## config.mk

```make
export PLATFORM = sky130hd
export DESIGN_NAME = lane_speed_tracker_core
export DESIGN_NICKNAME = d
export VERILOG_FILES = /design/src/lst_pkg.sv /design/src/lst_isqrt.sv /design/src/lst_lanes.sv /design/src/lane_speed_tracker_core.sv
export SDC_FILE = /design/constraint.sdc
export NUM_CORES = 2
export LEC_CHECK = 0
export BUFFER_PORTS_ARGS = -buffer_cell sky130_fd_sc_hd__buf_2
export CORE_MARGIN = 1.5
export CORE_UTILIZATION = 61
export CTS_CLUSTER_DIAMETER = 150
export DETAILED_ROUTE_END_ITERATION = 16
export GPL_TIMING_DRIVEN = 0
export HOLD_SLACK_MARGIN = 0.1
export PLACE_DENSITY = 0.77
export SLEW_MARGIN = 40
export SYNTH_ARGS = -nofsm -noshare
export SYNTH_HDL_FRONTEND = slang
export SYNTH_SLANG_ARGS = --single-unit
```

## constraint.sdc

```tcl
create_clock -name i_clk -period 13.65 [get_ports i_clk]
set_input_delay 2.0475 -clock i_clk [delete_from_list [all_inputs] [get_ports i_clk]]
set_output_delay 2.0475 -clock i_clk [all_outputs]
set_load 0.005 [all_outputs]
```

## src/lst_pkg.sv

```systemverilog
// shared widths, constants and types of the lane speed tracker
package lst_pkg;

    localparam int VEL_W       = 15;
    localparam int POS_W       = 21;
    localparam int LAT_W       = 13;
    localparam int SPD_W       = 15;
    localparam int LANE_BITS   = 2;
    localparam int NUM_LANES   = 3;
    localparam int BACKLOG_W   = 6;
    localparam int EGO_LANE_W  = 2;
    localparam int CFG_DATA_W  = 21;
    localparam int CFG_IDX_W   = 2;

    // lane width of 4 m in 1/256 units is 2**10
    localparam int LANE_SHIFT  = 10;

    // path points per second of prediction, 0.02 s each
    localparam int PATH_POINTS = 50;

    // bit-serial root: 30-bit radicand, one root bit per cycle
    localparam int RAD_W       = 2 * SPD_W;
    localparam int ROOT_ITER   = SPD_W;
    localparam int ITER_CNT_W  = $clog2(ROOT_ITER);
    localparam int REM_W       = SPD_W + 2;

    // division by PATH_POINTS as multiply by a rounded-up reciprocal
    localparam int RECIP_SHIFT = 30;
    localparam int RECIP_W     = RECIP_SHIFT + 1;
    localparam logic [RECIP_W-1:0] RECIP_K =
        RECIP_W'(((64'd1 << RECIP_SHIFT) + 64'(PATH_POINTS) - 64'd1) / 64'(PATH_POINTS));

    // shared multiplier
    localparam int MUL_A_W     = POS_W;
    localparam int MUL_B_W     = RECIP_W;
    localparam int PROD_W      = MUL_A_W + MUL_B_W;

    // signed distance and the 30 m window
    localparam int DIST_W      = POS_W + 2;
    localparam int NEAR_RANGE  = 30 * 256;

    localparam logic [SPD_W-1:0] SPEED_LIMIT_RST = SPD_W'(12672);
    localparam logic [EGO_LANE_W-1:0] EGO_LANE_RST = EGO_LANE_W'(1);

    typedef enum logic [CFG_IDX_W-1:0] {
        CFG_SPEED_LIMIT = 2'd0,
        CFG_EGO_LANE    = 2'd1,
        CFG_EGO_POS     = 2'd2,
        CFG_BACKLOG     = 2'd3
    } t_cfg_idx;

    typedef logic [SPD_W-1:0] t_speed;

    // command from the sequencer to the lane state
    typedef struct packed {
        logic                 frame_start;
        logic                 update;
        logic [LANE_BITS-1:0] lane;
        t_speed               speed;
        logic                 frame_end;
    } t_lane_cmd;

endpackage

```

## src/lst_isqrt.sv

```systemverilog
// bit-serial integer square root, one root bit per cycle
module lst_isqrt
    import lst_pkg::*;
(
    input  logic             i_clk,
    input  logic             i_rst_n,
    input  logic             i_start,
    input  logic [RAD_W-1:0] i_radicand,
    output logic             o_done,
    output t_speed           o_root
);

    logic [RAD_W-1:0]      r_rad;
    logic [REM_W-1:0]      r_rem;
    t_speed                r_root;
    logic [ITER_CNT_W-1:0] r_cnt;
    logic                  r_busy;
    logic                  r_done;

    logic [REM_W+1:0] rem_sh;
    logic [REM_W+1:0] trial;
    logic             take;

    always_comb begin
        rem_sh = {r_rem, r_rad[RAD_W-1 -: 2]};
        trial  = (REM_W + 2)'({r_root, 2'b01});
        take   = (rem_sh >= trial);
    end

    always_ff @(posedge i_clk) begin
        if (!i_rst_n) begin
            r_busy <= 1'b0;
            r_done <= 1'b0;
            r_cnt  <= '0;
        end else begin
            r_done <= r_busy && (r_cnt == ITER_CNT_W'(ROOT_ITER - 1));
            if (i_start) begin
                r_busy <= 1'b1;
                r_cnt  <= '0;
            end else if (r_busy) begin
                r_cnt <= r_cnt + 1'b1;
                if (r_cnt == ITER_CNT_W'(ROOT_ITER - 1)) begin
                    r_busy <= 1'b0;
                end
            end
        end
    end

    // datapath shift registers
    always_ff @(posedge i_clk) begin
        if (i_start) begin
            r_rad  <= i_radicand;
            r_rem  <= '0;
            r_root <= '0;
        end else if (r_busy) begin
            r_rad  <= {r_rad[RAD_W-3:0], 2'b00};
            r_rem  <= take ? REM_W'(rem_sh - trial) : REM_W'(rem_sh);
            r_root <= {r_root[SPD_W-2:0], take};
        end
    end

    assign o_done = r_done;
    assign o_root = r_root;

endmodule

```

## src/lst_lanes.sv

```systemverilog
// per-lane minimum speed, too-close flag and frame tracking
module lst_lanes
    import lst_pkg::*;
(
    input  logic      i_clk,
    input  logic      i_rst_n,
    input  t_lane_cmd i_cmd,
    input  t_speed    i_speed_limit,
    output logic      o_frame_open,
    output t_speed    o_min_speed [NUM_LANES],
    output logic      o_close     [NUM_LANES]
);

    t_speed r_min  [NUM_LANES];
    logic   r_flag [NUM_LANES];
    logic   r_open;

    always_ff @(posedge i_clk) begin
        if (!i_rst_n) begin
            r_open <= 1'b0;
            for (int k = 0; k < NUM_LANES; k++) begin
                r_min[k]  <= SPEED_LIMIT_RST;
                r_flag[k] <= 1'b0;
            end
        end else begin
            if (i_cmd.frame_start) begin
                r_open <= 1'b1;
                for (int k = 0; k < NUM_LANES; k++) begin
                    r_min[k]  <= i_speed_limit;
                    r_flag[k] <= 1'b0;
                end
            end else if (i_cmd.update) begin
                for (int k = 0; k < NUM_LANES; k++) begin
                    if (i_cmd.lane == LANE_BITS'(k)) begin
                        r_flag[k] <= 1'b1;
                        if (i_cmd.speed < r_min[k]) begin
                            r_min[k] <= i_cmd.speed;
                        end
                    end
                end
            end
            if (i_cmd.frame_end) begin
                r_open <= 1'b0;
            end
        end
    end

    assign o_frame_open = r_open;
    assign o_min_speed  = r_min;
    assign o_close      = r_flag;

endmodule

```

## src/lane_speed_tracker_core.sv

```systemverilog
// lane speed tracker top level: sequencer, shared multiplier, config and output register
//
// one tracked car per request; the next car is accepted once the previous one has been
// folded into its lane and, for the last car of a frame, its result has entered the
// result register (later while a finished result is still stalled). the sequencer steps
// through vx^2 and vy^2 on the single shared multiplier, the start of the root, the
// bit-serial square root (15 root bits, then a completion flag), backlog*speed and the
// multiply by the reciprocal of the path point count, the lane update, the emit for
// the last car of a frame, and the idle state in which the next car is taken. o_stall is
// high from acceptance until the car is folded into its lane, for a frame's last car
// until its result is in the result register. the result of a frame (min speed and
// too-close flag for each lane) is delivered once, on the car flagged last; it sits in
// an output register so the next frame's first car can be taken while the result is
// still stalled. config writes are always accepted and should only be issued while no
// car is in flight; speed_limit is sampled at the first car of every frame.
module lane_speed_tracker_core
    import lst_pkg::*;
(
    input  logic                     i_clk,
    input  logic                     i_rst_n,

    // car request channel
    input  logic                     i_valid,
    output logic                     o_stall,
    input  logic signed [VEL_W-1:0]  i_vel_x,
    input  logic signed [VEL_W-1:0]  i_vel_y,
    input  logic [POS_W-1:0]         i_track_pos,
    input  logic signed [LAT_W-1:0]  i_lateral_pos,
    input  logic                     i_last_car,

    // result channel
    output logic                     o_valid,
    input  logic                     i_stall,
    output logic [SPD_W-1:0]         o_left_lane_speed,
    output logic [SPD_W-1:0]         o_middle_lane_speed,
    output logic [SPD_W-1:0]         o_right_lane_speed,
    output logic                     o_left_too_close,
    output logic                     o_middle_too_close,
    output logic                     o_right_too_close,

    // config write channel
    input  logic                     i_cfg_valid,
    output logic                     o_cfg_ready,
    input  logic [CFG_IDX_W-1:0]     i_cfg_index,
    input  logic [CFG_DATA_W-1:0]    i_cfg_data
);

    typedef enum logic [8:0] {
        ST_IDLE   = 9'b000000001,
        ST_SQX    = 9'b000000010,
        ST_SQY    = 9'b000000100,
        ST_START  = 9'b000001000,
        ST_ROOT   = 9'b000010000,
        ST_SCALE  = 9'b000100000,
        ST_RECIP  = 9'b001000000,
        ST_UPDATE = 9'b010000000,
        ST_EMIT   = 9'b100000000
    } t_state;

    t_state r_state, n_state;

    // config registers
    t_speed                r_speed_limit;
    logic [EGO_LANE_W-1:0] r_ego_lane;
    logic [POS_W-1:0]      r_ego_pos;
    logic [BACKLOG_W-1:0]  r_backlog;

    // captured car
    logic [VEL_W-1:0]      r_abs_x;
    logic [VEL_W-1:0]      r_abs_y;
    logic [POS_W-1:0]      r_pos;
    logic [LANE_BITS-1:0]  r_lane;
    logic                  r_lane_ok;
    logic                  r_last;

    // datapath
    logic [PROD_W-1:0]     r_prod;
    logic [RAD_W-1:0]      r_rad;
    logic [MUL_A_W-1:0]    mul_a;
    logic [MUL_B_W-1:0]    mul_b;
    logic [PROD_W-1:0]     mul_p;

    // result register
    logic                  r_out_valid;
    t_speed                r_out_speed [NUM_LANES];
    logic                  r_out_close [NUM_LANES];

    logic                  accept;
    logic                  emit_fire;
    logic                  root_done;
    t_speed                root;
    logic                  frame_open;
    t_speed                lane_min   [NUM_LANES];
    logic                  lane_close [NUM_LANES];
    t_lane_cmd             lane_cmd;

    logic [POS_W-1:0]        ahead;
    logic signed [DIST_W-1:0] rel_pos;
    logic                    is_ego;
    logic                    is_adj;
    logic                    in_front;
    logic                    in_window;
    logic                    counted;

    assign o_cfg_ready = 1'b1;
    assign o_stall     = (r_state != ST_IDLE);
    assign accept      = i_valid && (r_state == ST_IDLE);
    assign emit_fire   = (r_state == ST_EMIT) && (!r_out_valid || !i_stall);

    // config writes
    always_ff @(posedge i_clk) begin
        if (!i_rst_n) begin
            r_speed_limit <= SPEED_LIMIT_RST;
            r_ego_lane    <= EGO_LANE_RST;
            r_ego_pos     <= '0;
            r_backlog     <= '0;
        end else if (i_cfg_valid && o_cfg_ready) begin
            case (t_cfg_idx'(i_cfg_index))
                CFG_SPEED_LIMIT: r_speed_limit <= i_cfg_data[SPD_W-1:0];
                CFG_EGO_LANE:    r_ego_lane    <= i_cfg_data[EGO_LANE_W-1:0];
                CFG_EGO_POS:     r_ego_pos     <= i_cfg_data[POS_W-1:0];
                CFG_BACKLOG:     r_backlog     <= i_cfg_data[BACKLOG_W-1:0];
                default: begin
                end
            endcase
        end
    end

    // capture the car: magnitudes for squaring, lane from the offset
    always_ff @(posedge i_clk) begin
        if (accept) begin
            r_abs_x   <= i_vel_x[VEL_W-1] ? VEL_W'(-i_vel_x) : VEL_W'(i_vel_x);
            r_abs_y   <= i_vel_y[VEL_W-1] ? VEL_W'(-i_vel_y) : VEL_W'(i_vel_y);
            r_pos     <= i_track_pos;
            r_lane    <= i_lateral_pos[LANE_SHIFT +: LANE_BITS];
            // negative offset or the fourth 4 m band are outside the road
            r_lane_ok <= !i_lateral_pos[LAT_W-1]
                      && (i_lateral_pos[LANE_SHIFT +: LANE_BITS] != LANE_BITS'(NUM_LANES));
            r_last    <= i_last_car;
        end
    end

    // one multiplier shared by squares, backlog scaling and the reciprocal
    always_comb begin
        mul_a = '0;
        mul_b = '0;
        case (r_state)
            ST_SQX: begin
                mul_a = MUL_A_W'(r_abs_x);
                mul_b = MUL_B_W'(r_abs_x);
            end
            ST_SQY: begin
                mul_a = MUL_A_W'(r_abs_y);
                mul_b = MUL_B_W'(r_abs_y);
            end
            ST_SCALE: begin
                mul_a = MUL_A_W'(r_backlog);
                mul_b = MUL_B_W'(root);
            end
            ST_RECIP: begin
                mul_a = r_prod[MUL_A_W-1:0];
                mul_b = RECIP_K;
            end
            default: begin
            end
        endcase
        mul_p = PROD_W'(mul_a) * PROD_W'(mul_b);
    end

    always_ff @(posedge i_clk) begin
        case (r_state)
            ST_SQX:   r_prod <= mul_p;
            ST_SQY:   r_rad  <= r_prod[RAD_W-1:0] + mul_p[RAD_W-1:0];
            ST_SCALE: r_prod <= mul_p;
            ST_RECIP: r_prod <= mul_p;
            default: begin
            end
        endcase
    end

    lst_isqrt u_isqrt (
        .i_clk      (i_clk),
        .i_rst_n    (i_rst_n),
        .i_start    (r_state == ST_START),
        .i_radicand (r_rad),
        .o_done     (root_done),
        .o_root     (root)
    );

    // distance of the predicted car position to the own vehicle
    always_comb begin
        ahead     = r_prod[RECIP_SHIFT +: POS_W];
        rel_pos   = $signed(DIST_W'(r_pos)) + $signed(DIST_W'(ahead))
                  - $signed(DIST_W'(r_ego_pos));
        is_ego    = (r_lane == r_ego_lane);
        is_adj    = ({1'b0, r_lane} + 3'd1 == {1'b0, r_ego_lane})
                 || ({1'b0, r_lane} == {1'b0, r_ego_lane} + 3'd1);
        in_front  = (rel_pos > $signed(DIST_W'(0)))
                 && (rel_pos < $signed(DIST_W'(NEAR_RANGE)));
        in_window = (rel_pos > -$signed(DIST_W'(NEAR_RANGE)))
                 && (rel_pos < $signed(DIST_W'(NEAR_RANGE)));
        counted   = r_lane_ok && (is_ego ? in_front : (is_adj && in_window));
    end

    always_comb begin
        lane_cmd.frame_start = accept && !frame_open;
        lane_cmd.update      = (r_state == ST_UPDATE) && counted;
        lane_cmd.lane        = r_lane;
        lane_cmd.speed       = root;
        lane_cmd.frame_end   = emit_fire;
    end

    lst_lanes u_lanes (
        .i_clk         (i_clk),
        .i_rst_n       (i_rst_n),
        .i_cmd         (lane_cmd),
        .i_speed_limit (r_speed_limit),
        .o_frame_open  (frame_open),
        .o_min_speed   (lane_min),
        .o_close       (lane_close)
    );

    // sequencer
    always_comb begin
        n_state = r_state;
        case (r_state)
            ST_IDLE:   if (i_valid) n_state = ST_SQX;
            ST_SQX:    n_state = ST_SQY;
            ST_SQY:    n_state = ST_START;
            ST_START:  n_state = ST_ROOT;
            ST_ROOT:   if (root_done) n_state = ST_SCALE;
            ST_SCALE:  n_state = ST_RECIP;
            ST_RECIP:  n_state = ST_UPDATE;
            ST_UPDATE: n_state = r_last ? ST_EMIT : ST_IDLE;
            ST_EMIT:   if (emit_fire) n_state = ST_IDLE;
            default:   n_state = ST_IDLE;
        endcase
    end

    always_ff @(posedge i_clk) begin
        if (!i_rst_n) begin
            r_state <= ST_IDLE;
        end else begin
            r_state <= n_state;
        end
    end

    // result register, refilled only once the previous result has left
    always_ff @(posedge i_clk) begin
        if (!i_rst_n) begin
            r_out_valid <= 1'b0;
        end else if (emit_fire) begin
            r_out_valid <= 1'b1;
        end else if (!i_stall) begin
            r_out_valid <= 1'b0;
        end
    end

    always_ff @(posedge i_clk) begin
        if (emit_fire) begin
            r_out_speed <= lane_min;
            r_out_close <= lane_close;
        end
    end

    assign o_valid             = r_out_valid;
    assign o_left_lane_speed   = r_out_speed[0];
    assign o_middle_lane_speed = r_out_speed[1];
    assign o_right_lane_speed  = r_out_speed[2];
    assign o_left_too_close    = r_out_close[0];
    assign o_middle_too_close  = r_out_close[1];
    assign o_right_too_close   = r_out_close[2];

    // root unit only finishes while the sequencer waits for it
    a_root_done_in_root: assert property (@(posedge i_clk) disable iff (!i_rst_n)
        root_done |-> (r_state == ST_ROOT))
        else $error("root finished outside root wait");

    // a new result only appears after the emit step
    a_out_from_emit: assert property (@(posedge i_clk) disable iff (!i_rst_n)
        $rose(o_valid) |-> $past(r_state == ST_EMIT))
        else $error("result appeared without emit");

    // lane state never changes while a car is being squared or rooted
    a_no_update_early: assert property (@(posedge i_clk) disable iff (!i_rst_n)
        lane_cmd.update |-> (r_state == ST_UPDATE) && r_lane_ok)
        else $error("lane update outside update step");

    // the last car of a frame always closes the frame through emit
    a_last_goes_emit: assert property (@(posedge i_clk) disable iff (!i_rst_n)
        (r_state == ST_UPDATE) && r_last |=> (r_state == ST_EMIT))
        else $error("last car did not reach emit");

endmodule
```

==> results.cfg <==
[clock_tree]
clk_pin_slew_ps = 60
postCtsSetupBuffers = 0
cts_hold_buffers = 0
cts-root-buf = clkbuf_16
cts_inserted_buffers = 38
tritoncts = done
clk_path_buf_depth = 3
clock_latency_ps = 570
h-tree-depth = 2
cts.sinks = 350
post_cts_resized = 0

[logic_synthesis]
synth-xor-area-share = 0.0320
yosysWarningCount = 0
synth_top_area_frac = 0.224
synth_ff_type = edfxtp_1
synth_edf_count = 209
synth.area.top_cells = fa_1 22%, edfxtp_1 19%, ha_1 12%
synth_top_family_by_area = adder cells
synth-simple-area-share = 0.130
synth_area_sq_mm = 0.0323
postSynth.asyncResetShare = 0
synth_cell_type_count = 82
yosys.area_share.adder = 0.345
synth.area.mux_share = 0.0257
syn_area_per_cell_sq_um = 9.64
yosysTopAreaCell = fa_1
yosysSeqAreaShare = 0.282
ys_ff_latch = 350
synth_most_common_cell = inv_1
synthCells = 3350
synth_compound_area_frac = 0.102
synth_common_cells = 604 x inv_1, 469 x nand2_1, 361 x fa_1

[grt]
track_usage = 0.311
grt_overflow = 0
antenna_found_initial = 8
grt_pass1_wl_um = 130000
grt_use_met3 = 0.0492
grt_start_max_net_pins = 40
grtUsageMet1 = 0.408
busiest_layer = met2
first_global_vias = 24100
grtUsageMet2 = 0.504

[pwr]
irDropWorstVdd_mv = 0.0796
p_per_area_mw_per_mm2 = 115
p_leak_nw = 17.0

[floorplan]
initial_utilization = 0.616
io_pins = 144
die-area_sq_mm = 0.0543
rows = 84
die_y_um = 233
die_width_um = 233
coreArea_sq_mm = 0.0524

[placement]
portBuffers = 131
gp_congestion = 1.00
dp_hpwl_um = 67200

[sta]
slew_headroom = 0.333
period_share = 0.851
rsz0062_at_grt = false
max_clock_freq_mhz = 86.1
post-route-min-period_ps = 11620
worst_pin_slew_ps = 994
fin_skew_ps = 25.7
hold_viol = 0
finalSetupViolCount = 0
slew_viol_final = 0
setup_tns_ps = 0

[worst_setup_path]
cpMostUsedCell = fa_1
max_stage_delay_ps = 680
cp.arrival_ps = 11930
r2r-end = r_rad[29]
startpoint = r_state[0]
r2r_slack_ps = 2030
r2r_start = r_state[0]
path_buf_inv = 9
critPathLaunchType = flip-flop
end_kind = flip-flop
crit_path_max_fanout = 39
critical_path_class = flip-flop to flip-flop
r2r_cells = 37
worstSetupEndpoint = r_rad[29]
slowest_stage = a211oi_1
critical_path_depth = 37
crit_required_ps = 13960
cpLargestDelayFamily = adder cells

[route]
drtIter0Drc = 1906
routed-via-count = 24000
viasPerCell = 5.58
firstDrtPassIters = 5
ant_nets = 0
routedWlPerCell_um = 18.9
drc = 0
wl_um = 81200

[layout]
area_growth_syn_to_layout_pct = 9.73
fill_cells = 4176
post-route-util = 0.676
layout.nets = 4340
layout-drive-gt1-share = 0.0697

[hold_path]
hold_path_depth = 0
hp-class = flip-flop to flip-flop

[outcome]
status = finished, final reports clean

[run]
maxCapViolations = 0
==> per-layer routing <==
layer	vias to the layer above	wire length, um
li1	11300	-
met1	11700	34200
met2	812	37500
met3	208	5240
met4	2	4150
met5	-	57
==> report_power, final <==
| group | total [mW] | internal, mW | leakage (nW) | switching (mW) |
|---|---|---|---|---|
| logic | 1.63 | 0.651 | 13.3 | 0.978 |
| registers | 1.35 | 1.28 | 3.11 | 0.0712 |
| clock network | 1.08 | 0.635 | 0.642 | 0.449 |
==> layout make-up <==
class,count,area [sq um],area share
sequential,350,9100,0.257
clock buffer,42,966,0.0273
antenna,9,22.5,0.000636
inverter,604,2270,0.0641
clock inverter,28,338,0.00953
timing repair buffer,136,731,0.0206
tap,688,861,0.0243
buffer,94,394,0.0111
multi-input combinational,2349,20800,0.586
==> layout by cell type (no fill, tap or decap), types with 39 or more instances in the layout <==
| cell type | netlist | final |
|---|---|---|
| edfxtp_1 | 209 | 209 |
| a21oi_1 | 115 | 114 |
| o21ai_0 | 92 | 92 |
| and2_1 | 39 | 39 |
| ha_1 | 313 | 313 |
| mux2i_1 | 83 | 83 |
| nand2_1 | 469 | 469 |
| clkbuf_1 | 83 | 86 |
| xnor2_1 | 87 | 87 |
| nor2_1 | 200 | 199 |
| inv_1 | 604 | 602 |
| fa_1 | 361 | 361 |
| a21boi_0 | 43 | 43 |
| buf_2 | 3 | 135 |
| a21o_1 | 64 | 64 |
| dfxtp_1 | 141 | 141 |
| conb_1 | 2 | 49 |
==> worst register-to-register path: cells and delay by family, from the launching register on <==
family,cells,cell delay (ps)
and+or+nand+nor,7,1740
xor gates and xnor gates,2,600
adders and majority gates,9,4240
buffers and inverters,9,1930
DFF,1,340
AOI/OAI and AO/OA,10,2500
==> cells by family (layout without fill, tap and decap cells) <==
kind of cell | after synthesis | in the layout
and+or+nand+nor | 938 | 938
buffers and inverters | 698 | 904
adders and majority gates | 674 | 674
AOI/OAI and AO/OA | 487 | 487
DFF | 350 | 350
xor gates and xnor gates | 118 | 118
muxes | 83 | 83
other | 2 | 58
==> how the worst min path moves through the flow <==
stage | slack [ps] | to | start
3_5_place_dp | 430 | o_middle_too_close | u_lanes.o_close[1]
4_1_cts | 440 | o_middle_too_close | u_lanes.o_close[1]
2_1_floorplan | 410 | o_left_too_close | u_lanes.o_close[2]
6_report | 450 | o_left_too_close | u_lanes.o_close[2]
3_3_place_gp | 420 | o_left_too_close | u_lanes.o_close[2]
5_1_grt | 460 | o_left_too_close | u_lanes.o_close[2]
==> registers in the layout (all words and copies together) (netlist names), 2 cells and up <==
signal               cells
r_prod                  46
u_lanes.o_min_speed     45
r_rad                   30
u_isqrt.r_rad           30
r_ego_pos               21
r_pos                   21
u_isqrt.r_rem           17
o_left_lane_speed       15
o_middle_lane_speed     15
o_right_lane_speed      15
r_abs_x                 15
r_abs_y                 15
r_speed_limit           15
u_isqrt.o_root          15
r_state                  9
r_backlog                6
u_isqrt.r_cnt            4
u_lanes.o_close          3
r_ego_lane               2
r_lane                   2
==> metrics by stage <==
step,area (sq um),setup WS [ps],cells,hold WS [ps],power (mW)
after floorplan,32500,3090,3397,409,2.54
after global routing,35400,1280,4295,459,4.31
after CTS,35400,2110,4291,441,4.06
after global placement,34000,941,4216,420,2.95
final,35400,2030,4300,449,4.07
after detailed placement,34100,2150,4221,427,2.97
(Power assumes the default switching activity.)
